==> src/rtl/assert_macros.svh <==
// Assertion helpers for the RTL (included by the top level).
`ifndef ASSERT_MACROS_SVH
`define ASSERT_MACROS_SVH

// Same-cycle implication, held off during reset.
`define CHK_IMP(lbl, clk, rst, a, c) \
  lbl: assert property (@(posedge clk) disable iff (rst) (a) |-> (c)) \
    else $error("assertion failed: same-cycle implication");

// Next-cycle implication, held off during reset.
`define CHK_NXT(lbl, clk, rst, a, c) \
  lbl: assert property (@(posedge clk) disable iff (rst) (a) |=> (c)) \
    else $error("assertion failed: next-cycle implication");

// Next-cycle implication, checked during reset too.
`define CHK_NXT_ANY(lbl, clk, a, c) \
  lbl: assert property (@(posedge clk) (a) |=> (c)) \
    else $error("assertion failed: next-cycle implication");

`endif

==> src/rtl/tals_pkg.sv <==
package tals_pkg;

  localparam int POS_BITS = 16;

  localparam logic OP_TICK  = 1'b0;
  localparam logic OP_START = 1'b1;

  localparam logic [1:0] PH_IDLE  = 2'd0;
  localparam logic [1:0] PH_RAISE = 2'd1;
  localparam logic [1:0] PH_LINE  = 2'd2;
  localparam logic [1:0] PH_LOWER = 2'd3;

  typedef struct packed {
    logic               operation;
    logic signed [15:0] target_x;
    logic signed [15:0] target_y;
    logic signed [15:0] target_z;
    logic               z_limit_clear;
  } in_word_t;

  typedef struct packed {
    logic               step_x_pulse;
    logic               x_forward;
    logic               step_y_pulse;
    logic               y_forward;
    logic               step_z_pulse;
    logic               z_upward;
    logic [1:0]         motion_phase;
    logic               move_done;
    logic signed [15:0] now_x;
    logic signed [15:0] now_y;
    logic signed [15:0] now_z;
  } out_word_t;

  typedef logic signed [POS_BITS-1:0] pos_t;

  // Classified command handed from the front to the back.
  typedef struct packed {
    logic is_start;
    pos_t goal_x;
    pos_t goal_y;
    pos_t goal_z;
    logic clear;
  } cmd_t;

  // Queue handshake seen by the consumer.
  typedef struct packed {
    logic avail;
    logic full;
  } q_stat_t;

  function automatic pos_t to_pos(logic signed [15:0] v);
    return pos_t'(v);
  endfunction

endpackage

==> src/rtl/tals_front.sv <==
module tals_front (
  input  logic              clk,
  input  logic              rst,
  input  logic              push,
  input  tals_pkg::in_word_t word,
  input  logic              take,
  output tals_pkg::q_stat_t stat,
  output tals_pkg::cmd_t    cmd
);
  import tals_pkg::*;

  cmd_t       slots [0:1];
  logic       wr_ptr;
  logic       rd_ptr;
  logic [1:0] count;
  logic       do_push;
  logic       do_pop;
  cmd_t       decoded;

  assign stat.full  = (count == 2'd2);
  assign stat.avail = (count != 2'd0);
  assign do_push    = push && !stat.full;
  assign do_pop     = take && stat.avail;
  assign cmd        = slots[rd_ptr];

  // Classify and convert targets to the position type (same width).
  always_comb begin
    decoded.is_start = (word.operation == OP_START);
    decoded.goal_x   = to_pos(word.target_x);
    decoded.goal_y   = to_pos(word.target_y);
    decoded.goal_z   = to_pos(word.target_z);
    decoded.clear    = word.z_limit_clear;
  end

  always_ff @(posedge clk) begin
    if (rst) begin
      wr_ptr <= 1'b0;
      rd_ptr <= 1'b0;
      count  <= 2'd0;
    end else begin
      if (do_push) wr_ptr <= ~wr_ptr;
      if (do_pop) rd_ptr <= ~rd_ptr;
      count <= count + 2'(do_push) - 2'(do_pop);
    end
  end

  always_ff @(posedge clk) begin
    if (do_push) slots[wr_ptr] <= decoded;
  end

endmodule

==> src/rtl/tals_back.sv <==
module tals_back (
  input  logic               clk,
  input  logic               rst,
  input  logic               fire,
  input  tals_pkg::cmd_t     cmd,
  output tals_pkg::out_word_t res
);
  import tals_pkg::*;

  localparam int P = POS_BITS;

  pos_t           pos_x, pos_y, pos_z, goal_z;
  logic [P-1:0]   span_x, span_y, major_count, iterations_done;
  logic [P:0]     accum_x, accum_y;
  logic [1:0]     dir_bits;
  logic [1:0]     phase;
  // Line setup worked out when the start is taken; XY hold still until the line phase.
  logic [P-1:0]   pend_span_x, pend_span_y, pend_major;
  logic [1:0]     pend_dir;

  pos_t           pos_x_next, pos_y_next, pos_z_next, goal_z_next;
  logic [P-1:0]   span_x_next, span_y_next, major_count_next, iterations_done_next;
  logic [P:0]     accum_x_next, accum_y_next;
  logic [1:0]     dir_bits_next, phase_next;
  logic [P-1:0]   pend_span_x_next, pend_span_y_next, pend_major_next;
  logic [1:0]     pend_dir_next;
  logic           sx, sy, sz, zup, done;

  always_comb begin
    logic signed [P:0] dx;
    logic signed [P:0] dy;
    logic [P-1:0]      mx;
    logic [P-1:0]      my;
    pos_x_next           = pos_x;
    pos_y_next           = pos_y;
    pos_z_next           = pos_z;
    goal_z_next          = goal_z;
    span_x_next          = span_x;
    span_y_next          = span_y;
    major_count_next     = major_count;
    iterations_done_next = iterations_done;
    accum_x_next         = accum_x;
    accum_y_next         = accum_y;
    dir_bits_next        = dir_bits;
    phase_next           = phase;
    pend_span_x_next     = pend_span_x;
    pend_span_y_next     = pend_span_y;
    pend_major_next      = pend_major;
    pend_dir_next        = pend_dir;
    sx   = 1'b0;
    sy   = 1'b0;
    sz   = 1'b0;
    zup  = 1'b0;
    done = 1'b0;
    dx = {cmd.goal_x[P-1], cmd.goal_x} - {pos_x[P-1], pos_x};
    dy = {cmd.goal_y[P-1], cmd.goal_y} - {pos_y[P-1], pos_y};
    mx = dx[P] ? P'(-dx) : P'(dx);
    my = dy[P] ? P'(-dy) : P'(dy);

    if (cmd.is_start) begin
      if (phase == PH_IDLE) begin
        goal_z_next      = cmd.goal_z;
        pend_span_x_next = mx;
        pend_span_y_next = my;
        pend_major_next  = (mx > my) ? mx : my;
        pend_dir_next    = {!dy[P] && (dy != '0), !dx[P] && (dx != '0)};
        phase_next       = PH_RAISE;
      end
    end else begin
      if (phase_next == PH_RAISE) begin
        if (pos_z[P-1] && cmd.clear) begin
          pos_z_next = pos_z + P'(1);
          sz  = 1'b1;
          zup = 1'b1;
        end else begin
          span_x_next          = pend_span_x;
          span_y_next          = pend_span_y;
          major_count_next     = pend_major;
          dir_bits_next        = pend_dir;
          accum_x_next         = '0;
          accum_y_next         = '0;
          iterations_done_next = '0;
          phase_next           = PH_LINE;
        end
      end
      if (phase_next == PH_LINE) begin
        if (iterations_done_next < major_count_next) begin
          if (span_x_next != '0) begin
            accum_x_next = accum_x_next + {1'b0, span_x_next};
            if (accum_x_next >= {1'b0, major_count_next}) begin
              accum_x_next = accum_x_next - {1'b0, major_count_next};
              pos_x_next   = dir_bits_next[0] ? pos_x + P'(1) : pos_x - P'(1);
              sx = 1'b1;
            end
          end
          if (span_y_next != '0) begin
            accum_y_next = accum_y_next + {1'b0, span_y_next};
            if (accum_y_next >= {1'b0, major_count_next}) begin
              accum_y_next = accum_y_next - {1'b0, major_count_next};
              pos_y_next   = dir_bits_next[1] ? pos_y + P'(1) : pos_y - P'(1);
              sy = 1'b1;
            end
          end
          iterations_done_next = iterations_done_next + P'(1);
        end else begin
          phase_next = PH_LOWER;
        end
      end
      if (phase_next == PH_LOWER) begin
        if ((pos_z_next > goal_z) && cmd.clear) begin
          pos_z_next = pos_z_next - P'(1);
          sz = 1'b1;
        end else begin
          phase_next = PH_IDLE;
          done = 1'b1;
        end
      end
    end

    res.step_x_pulse = sx;
    res.x_forward    = dir_bits_next[0];
    res.step_y_pulse = sy;
    res.y_forward    = dir_bits_next[1];
    res.step_z_pulse = sz;
    res.z_upward     = zup;
    res.motion_phase = phase_next;
    res.move_done    = done;
    res.now_x        = 16'(pos_x_next);
    res.now_y        = 16'(pos_y_next);
    res.now_z        = 16'(pos_z_next);
  end

  always_ff @(posedge clk) begin
    if (rst) begin
      pos_x           <= '0;
      pos_y           <= '0;
      pos_z           <= '0;
      goal_z          <= '0;
      span_x          <= '0;
      span_y          <= '0;
      major_count     <= '0;
      iterations_done <= '0;
      accum_x         <= '0;
      accum_y         <= '0;
      dir_bits        <= '0;
      phase           <= PH_IDLE;
      pend_span_x     <= '0;
      pend_span_y     <= '0;
      pend_major      <= '0;
      pend_dir        <= '0;
    end else if (fire) begin
      pos_x           <= pos_x_next;
      pos_y           <= pos_y_next;
      pos_z           <= pos_z_next;
      goal_z          <= goal_z_next;
      span_x          <= span_x_next;
      span_y          <= span_y_next;
      major_count     <= major_count_next;
      iterations_done <= iterations_done_next;
      accum_x         <= accum_x_next;
      accum_y         <= accum_y_next;
      dir_bits        <= dir_bits_next;
      phase           <= phase_next;
      pend_span_x     <= pend_span_x_next;
      pend_span_y     <= pend_span_y_next;
      pend_major      <= pend_major_next;
      pend_dir        <= pend_dir_next;
    end
  end

endmodule

==> src/rtl/tals_result_q.sv <==
module tals_result_q (
  input  logic                clk,
  input  logic                rst,
  input  logic                put,
  input  tals_pkg::out_word_t put_word,
  output logic                full,
  input  logic                pop,
  output logic                empty,
  output tals_pkg::out_word_t word
);
  import tals_pkg::*;

  out_word_t  slots [0:1];
  logic       wr_ptr;
  logic       rd_ptr;
  logic [1:0] count;
  logic       do_put;
  logic       do_pop;

  assign full   = (count == 2'd2);
  assign empty  = (count == 2'd0);
  assign do_put = put && !full;
  assign do_pop = pop && !empty;
  assign word   = slots[rd_ptr];

  always_ff @(posedge clk) begin
    if (rst) begin
      wr_ptr <= 1'b0;
      rd_ptr <= 1'b0;
      count  <= 2'd0;
    end else begin
      if (do_put) wr_ptr <= ~wr_ptr;
      if (do_pop) rd_ptr <= ~rd_ptr;
      count <= count + 2'(do_put) - 2'(do_pop);
    end
  end

  always_ff @(posedge clk) begin
    if (do_put) slots[wr_ptr] <= put_word;
  end

endmodule

==> src/rtl/three_axis_lift_and_line_stepper_top.sv <==
// A pushed word is registered in the front queue, then its result in the result queue
// when the engine fires. Throughput: one word per cycle while the result queue has room;
// each tick runs its whole phase update, line step add and compare included, combinationally.
// Reset: rst is synchronous, active high; it empties both queues and clears positions,
// targets, line state and phase to zero (idle). No clearing pass follows.
`include "assert_macros.svh"

module three_axis_lift_and_line_stepper_top (
  input  logic                clk,
  input  logic                rst,
  input  logic                push,
  output logic                full,
  input  tals_pkg::in_word_t  command,
  output logic                empty,
  input  logic                pop,
  output tals_pkg::out_word_t result
);
  import tals_pkg::*;

  q_stat_t   cmd_stat;
  cmd_t      cmd;
  out_word_t back_word;
  logic      res_full;
  logic      fire;

  // Front: classify each word (start or tick) and hold it in a two-entry queue.
  tals_front u_front (
    .clk  (clk),
    .rst  (rst),
    .push (push),
    .word (command),
    .take (fire),
    .stat (cmd_stat),
    .cmd  (cmd)
  );

  assign full = cmd_stat.full;

  // Back: advance the move by one word whenever a command waits and the
  // result queue has room. The result queue parts the engine from pop, so
  // a stalled reader never blocks the front until both queues fill.
  assign fire = cmd_stat.avail && !res_full;

  tals_back u_back (
    .clk  (clk),
    .rst  (rst),
    .fire (fire),
    .cmd  (cmd),
    .res  (back_word)
  );

  // Result queue: hold finished words until popped, oldest first.
  tals_result_q u_result_q (
    .clk      (clk),
    .rst      (rst),
    .put      (fire),
    .put_word (back_word),
    .full     (res_full),
    .pop      (pop),
    .empty    (empty),
    .word     (result)
  );

  // A finished move always reports the idle phase.
  `CHK_IMP(a_done_idle, clk, rst, !empty && result.move_done, result.motion_phase == PH_IDLE)
  // An upward Z flag only comes with a Z step.
  `CHK_IMP(a_zup_step, clk, rst, !empty && result.z_upward, result.step_z_pulse)
  // The engine only fires into a queue with room, so a fire always leaves a word waiting.
  `CHK_NXT(a_fire_lands, clk, rst, fire, !empty)
  // Reset leaves nothing to pop.
  `CHK_NXT_ANY(a_rst_empty, clk, rst, empty)

endmodule
==> config.mk <==
export PLATFORM = sky130hd
export DESIGN_NAME = three_axis_lift_and_line_stepper_top
export DESIGN_NICKNAME = d
export VERILOG_FILES = /design/src/rtl/tals_pkg.sv /design/src/rtl/tals_front.sv /design/src/rtl/tals_back.sv /design/src/rtl/tals_result_q.sv /design/src/rtl/three_axis_lift_and_line_stepper_top.sv
export VERILOG_INCLUDE_DIRS = /design/src /design/src/rtl
export SDC_FILE = /design/constraint.sdc
export NUM_CORES = 1
export LEC_CHECK = 0
export ABC_AREA = 1
export ABC_CLOCK_PERIOD_IN_PS = 5900
export BUFFER_PORTS_ARGS = -buffer_cell sky130_fd_sc_hd__buf_2
export CORE_ASPECT_RATIO = 0.5
export CORE_MARGIN = 10
export CORE_UTILIZATION = 55
export CTS_BUF_LIST = sky130_fd_sc_hd__clkbuf_8
export DETAILED_ROUTE_END_ITERATION = 10
export PLACE_DENSITY = 0.77
export SLEW_MARGIN = 0
export SYNTH_ARGS = -nofsm -noshare
export SYNTH_HDL_FRONTEND = slang
export SYNTH_SLANG_ARGS = --single-unit
==> constraint.sdc <==
create_clock -name clk -period 5.9 [get_ports clk]
set_input_delay 1.18 -clock clk [delete_from_list [all_inputs] [get_ports clk]]
set_output_delay 1.18 -clock clk [all_outputs]
set_load 0.005 [all_outputs]
==> impl_metrics.env <==
export IMPL_vias_per_cell=5.55
export IMPL_grt_pass1_vias=23214
export IMPL_io_pin_count=113
export IMPL_final_common_cell="nand2_1"
export IMPL_setup_violations=0
export IMPL_syn_area_per_cell_um2=7.57
export IMPL_drive_above_1_share_pct=9.96
export IMPL_path_clk_slew_ns=0.07
export IMPL_die_y_um=180
export IMPL_drv_cap=0
export IMPL_slew_headroom_pct=29.6
export IMPL_min_delay_path_depth=1
export IMPL_synth_cells=3711
export IMPL_stdcell_area_mm2=0.0307
export IMPL_synth_fp_nets=3951
export IMPL_die_area_mm2=0.0610
export IMPL_max_freq_mhz=185
export IMPL_clk_latency_ns=0.67
export IMPL_clockBufferDepth=3
export IMPL_avgRoutedWirePerCell_um=17.7
export IMPL_grt_usage_pct=25.2
export IMPL_dr_pass1_iters=8
export IMPL_cts_sinks=440
export IMPL_syn2layout_area_growth_pct=9.28
export IMPL_place_area_mm2=0.0293
export IMPL_ant_nets=0
export IMPL_async_flop_share_pct=0
export IMPL_cp_end_kind="flop"
export IMPL_hp_class="flop to flop"
export IMPL_netlist_area_leader_share_pct=22.9
export IMPL_antenna_found_initial=1
export IMPL_wirelength_mm=80.3
export IMPL_status="complete, no violations"
export IMPL_synthTopCellsByArea="edfxtp_1, dfxtp_1, nand2_1"
export IMPL_worstPathRequired_ns=6.39
export IMPL_cts_tree="done"
export IMPL_post_place_ws_ns=0.115
export IMPL_yosys_warnings=0
export IMPL_synth_top_cell_by_area="edfxtp_1"
export IMPL_grt_max_degree=97
export IMPL_portBuffers=112
export IMPL_dp_hpwl_mm=58.7
export IMPL_crit_path_max_fanout=47
export IMPL_layout_setup_ws_ns=0.490
export IMPL_period_minus_slack_ns=5.41
export IMPL_mostFrequentLayoutCells="nand2_1, inv_1, a21oi_1"
export IMPL_synthFlopType="dfxtp_1"
export IMPL_reg2reg_depth=26
export IMPL_cts_root_buf="clkbuf_8"
export IMPL_hold_viol_final=0
export IMPL_vias=25218
export IMPL_arrival_ns=5.90
export IMPL_gp_congestion=0.941
export IMPL_finalNetCount=4046
export IMPL_path_class="flop to flop"
export IMPL_htreeDepth=3
export IMPL_cts_buffers=67
export IMPL_synth_area_mm2=0.0281
export IMPL_worstSetupStartpointType="flop"
export IMPL_finClkSkew_ns=0.0372
export IMPL_grt_pass1_wl_mm=125
export IMPL_grt_setup_unrepaired="false"
export IMPL_start_util_pct=55.7
export IMPL_core_mm2=0.0504
export IMPL_grt_ovfl_total=0
export IMPL_synthDistinctLibCells=59
export IMPL_ys_seq_area_share_pct=39.0
export IMPL_tightest_slew_ns=1.05
export IMPL_die_width_um=340
export IMPL_whs_ns=0.461
export IMPL_drt_iter0_markers=2423
export IMPL_route_detailed_drc=0
export IMPL_rows=58
export IMPL_synth_edf_count=214
export IMPL_finalCritPeriodShare_pct=91.7
export IMPL_setup_tns_ns=0
export IMPL_ys_seq_elements=440
export IMPL_maxSlewViolCount=0
## worst max-delay path, stage by stage (launching register included)
cell and delay [ns]:
dfxtp_2 0.35, inv_2 0.07, buf_4 0.46, nand2_1 0.10
nand2_1 0.13, ha_1 0.30, nand2_1 0.11, nand3_1 0.14
xnor2_1 0.44, and3_1 0.34, nand3_1 0.12, nor2_1 0.24
nand2_1 0.09, nand2_1 0.08, xor2_1 0.37, ha_1 0.33
a21oi_1 0.19, nor2_1 0.06, a211oi_1 0.21, nor2_1 0.07
a31oi_1 0.15, nand3_1 0.11, nand2_2 0.19, buf_4 0.26
nand2_1 0.09, o211ai_1 0.12, a21oi_1 0.09
## cell families (layout without fill, tap and decap cells)
kind of cell / Yosys count / in the layout / synth area share [%]
AO/OA/AOI/OAI: 780 / 780 / 15.2
XOR/XNOR: 123 / 123 / 3.84
adder cells (fa/ha/maj): 186 / 186 / 8.50
buffers and inverters: 652 / 797 / 9.01
flip-flops: 440 / 440 / 39.0
multiplexers: 66 / 66 / 2.61
other: 0 / 1 / 0
AND/OR/NAND/NOR: 1464 / 1464 / 21.9
## stage by stage
stage	cells	utilization, %
detailed placement	4422	58.2
global placement	4422	58.2
CTS	4541	60.7
floorplan	3711	-
finish	4547	60.9
global route	4547	60.9
## per-layer routing
metal / wire (um) / global-route usage, % / share of wire [%] / up-vias
met1: 35700 / 34.6 / 44 / 11701
met4: 2490 / 8.62 / 3.1 / 0
met2: 35900 / 39.8 / 45 / 863
met5: 0 / 0 / 0 / -
li1: - / - / - / 12514
met3: 6170 / 4.33 / 7.7 / 140
## cell usage after synthesis (all sizes together) (11+ instances only)
master	n
dfxtp	226
nor2	268
xor2	94
mux2	57
o21bai	11
o21ai	299
nand4	35
or2	17
nand2	901
ha	178
xnor2	29
nor3	43
o211ai	36
clkbuf	95
a31oi	31
buf	32
nand3	174
edfxtp	214
a21oi	351
inv	524
## final timing paths
check	start	to	slack, ns
setup / recovery	flop	u_back.pend_major[8]	0.49
hold / removal	u_result_q.rd_ptr	flop	0.46
setup reg to reg	flop	u_back.pend_major[8]	0.49
hold reg to reg	u_result_q.rd_ptr	flop	0.46
## sequential cells by signal, indices dropped and copies added (netlist names), 17 cells and up, named ones only
register          flops
u_result_q.slots    114
u_back.accum_x       17
u_back.accum_y       17
u_front.slots       100
## repair_timing
action	in CTS	in global routing
endpoints found under the setup margin	0	106
endpoints found under the hold margin	0	0
hold buffers	0	0
setup buffers	0	4
resized for setup	0	20
## final cells by class
type                       instances  area, um2
antenna                            1       2.50
clock buffer                      77       1060
clock inverter                    42        205
fill                            4545      19700
inverter                         525       1990
multi-input combinational       2619      14700
sequential                       440      11000
tap                              690        863
timing repair buffer             152        917
timing repair inverter             1       5.00
Power is not shown: default switching activity piles up to over one toggle a cycle in this logic, so the estimate is an artifact.
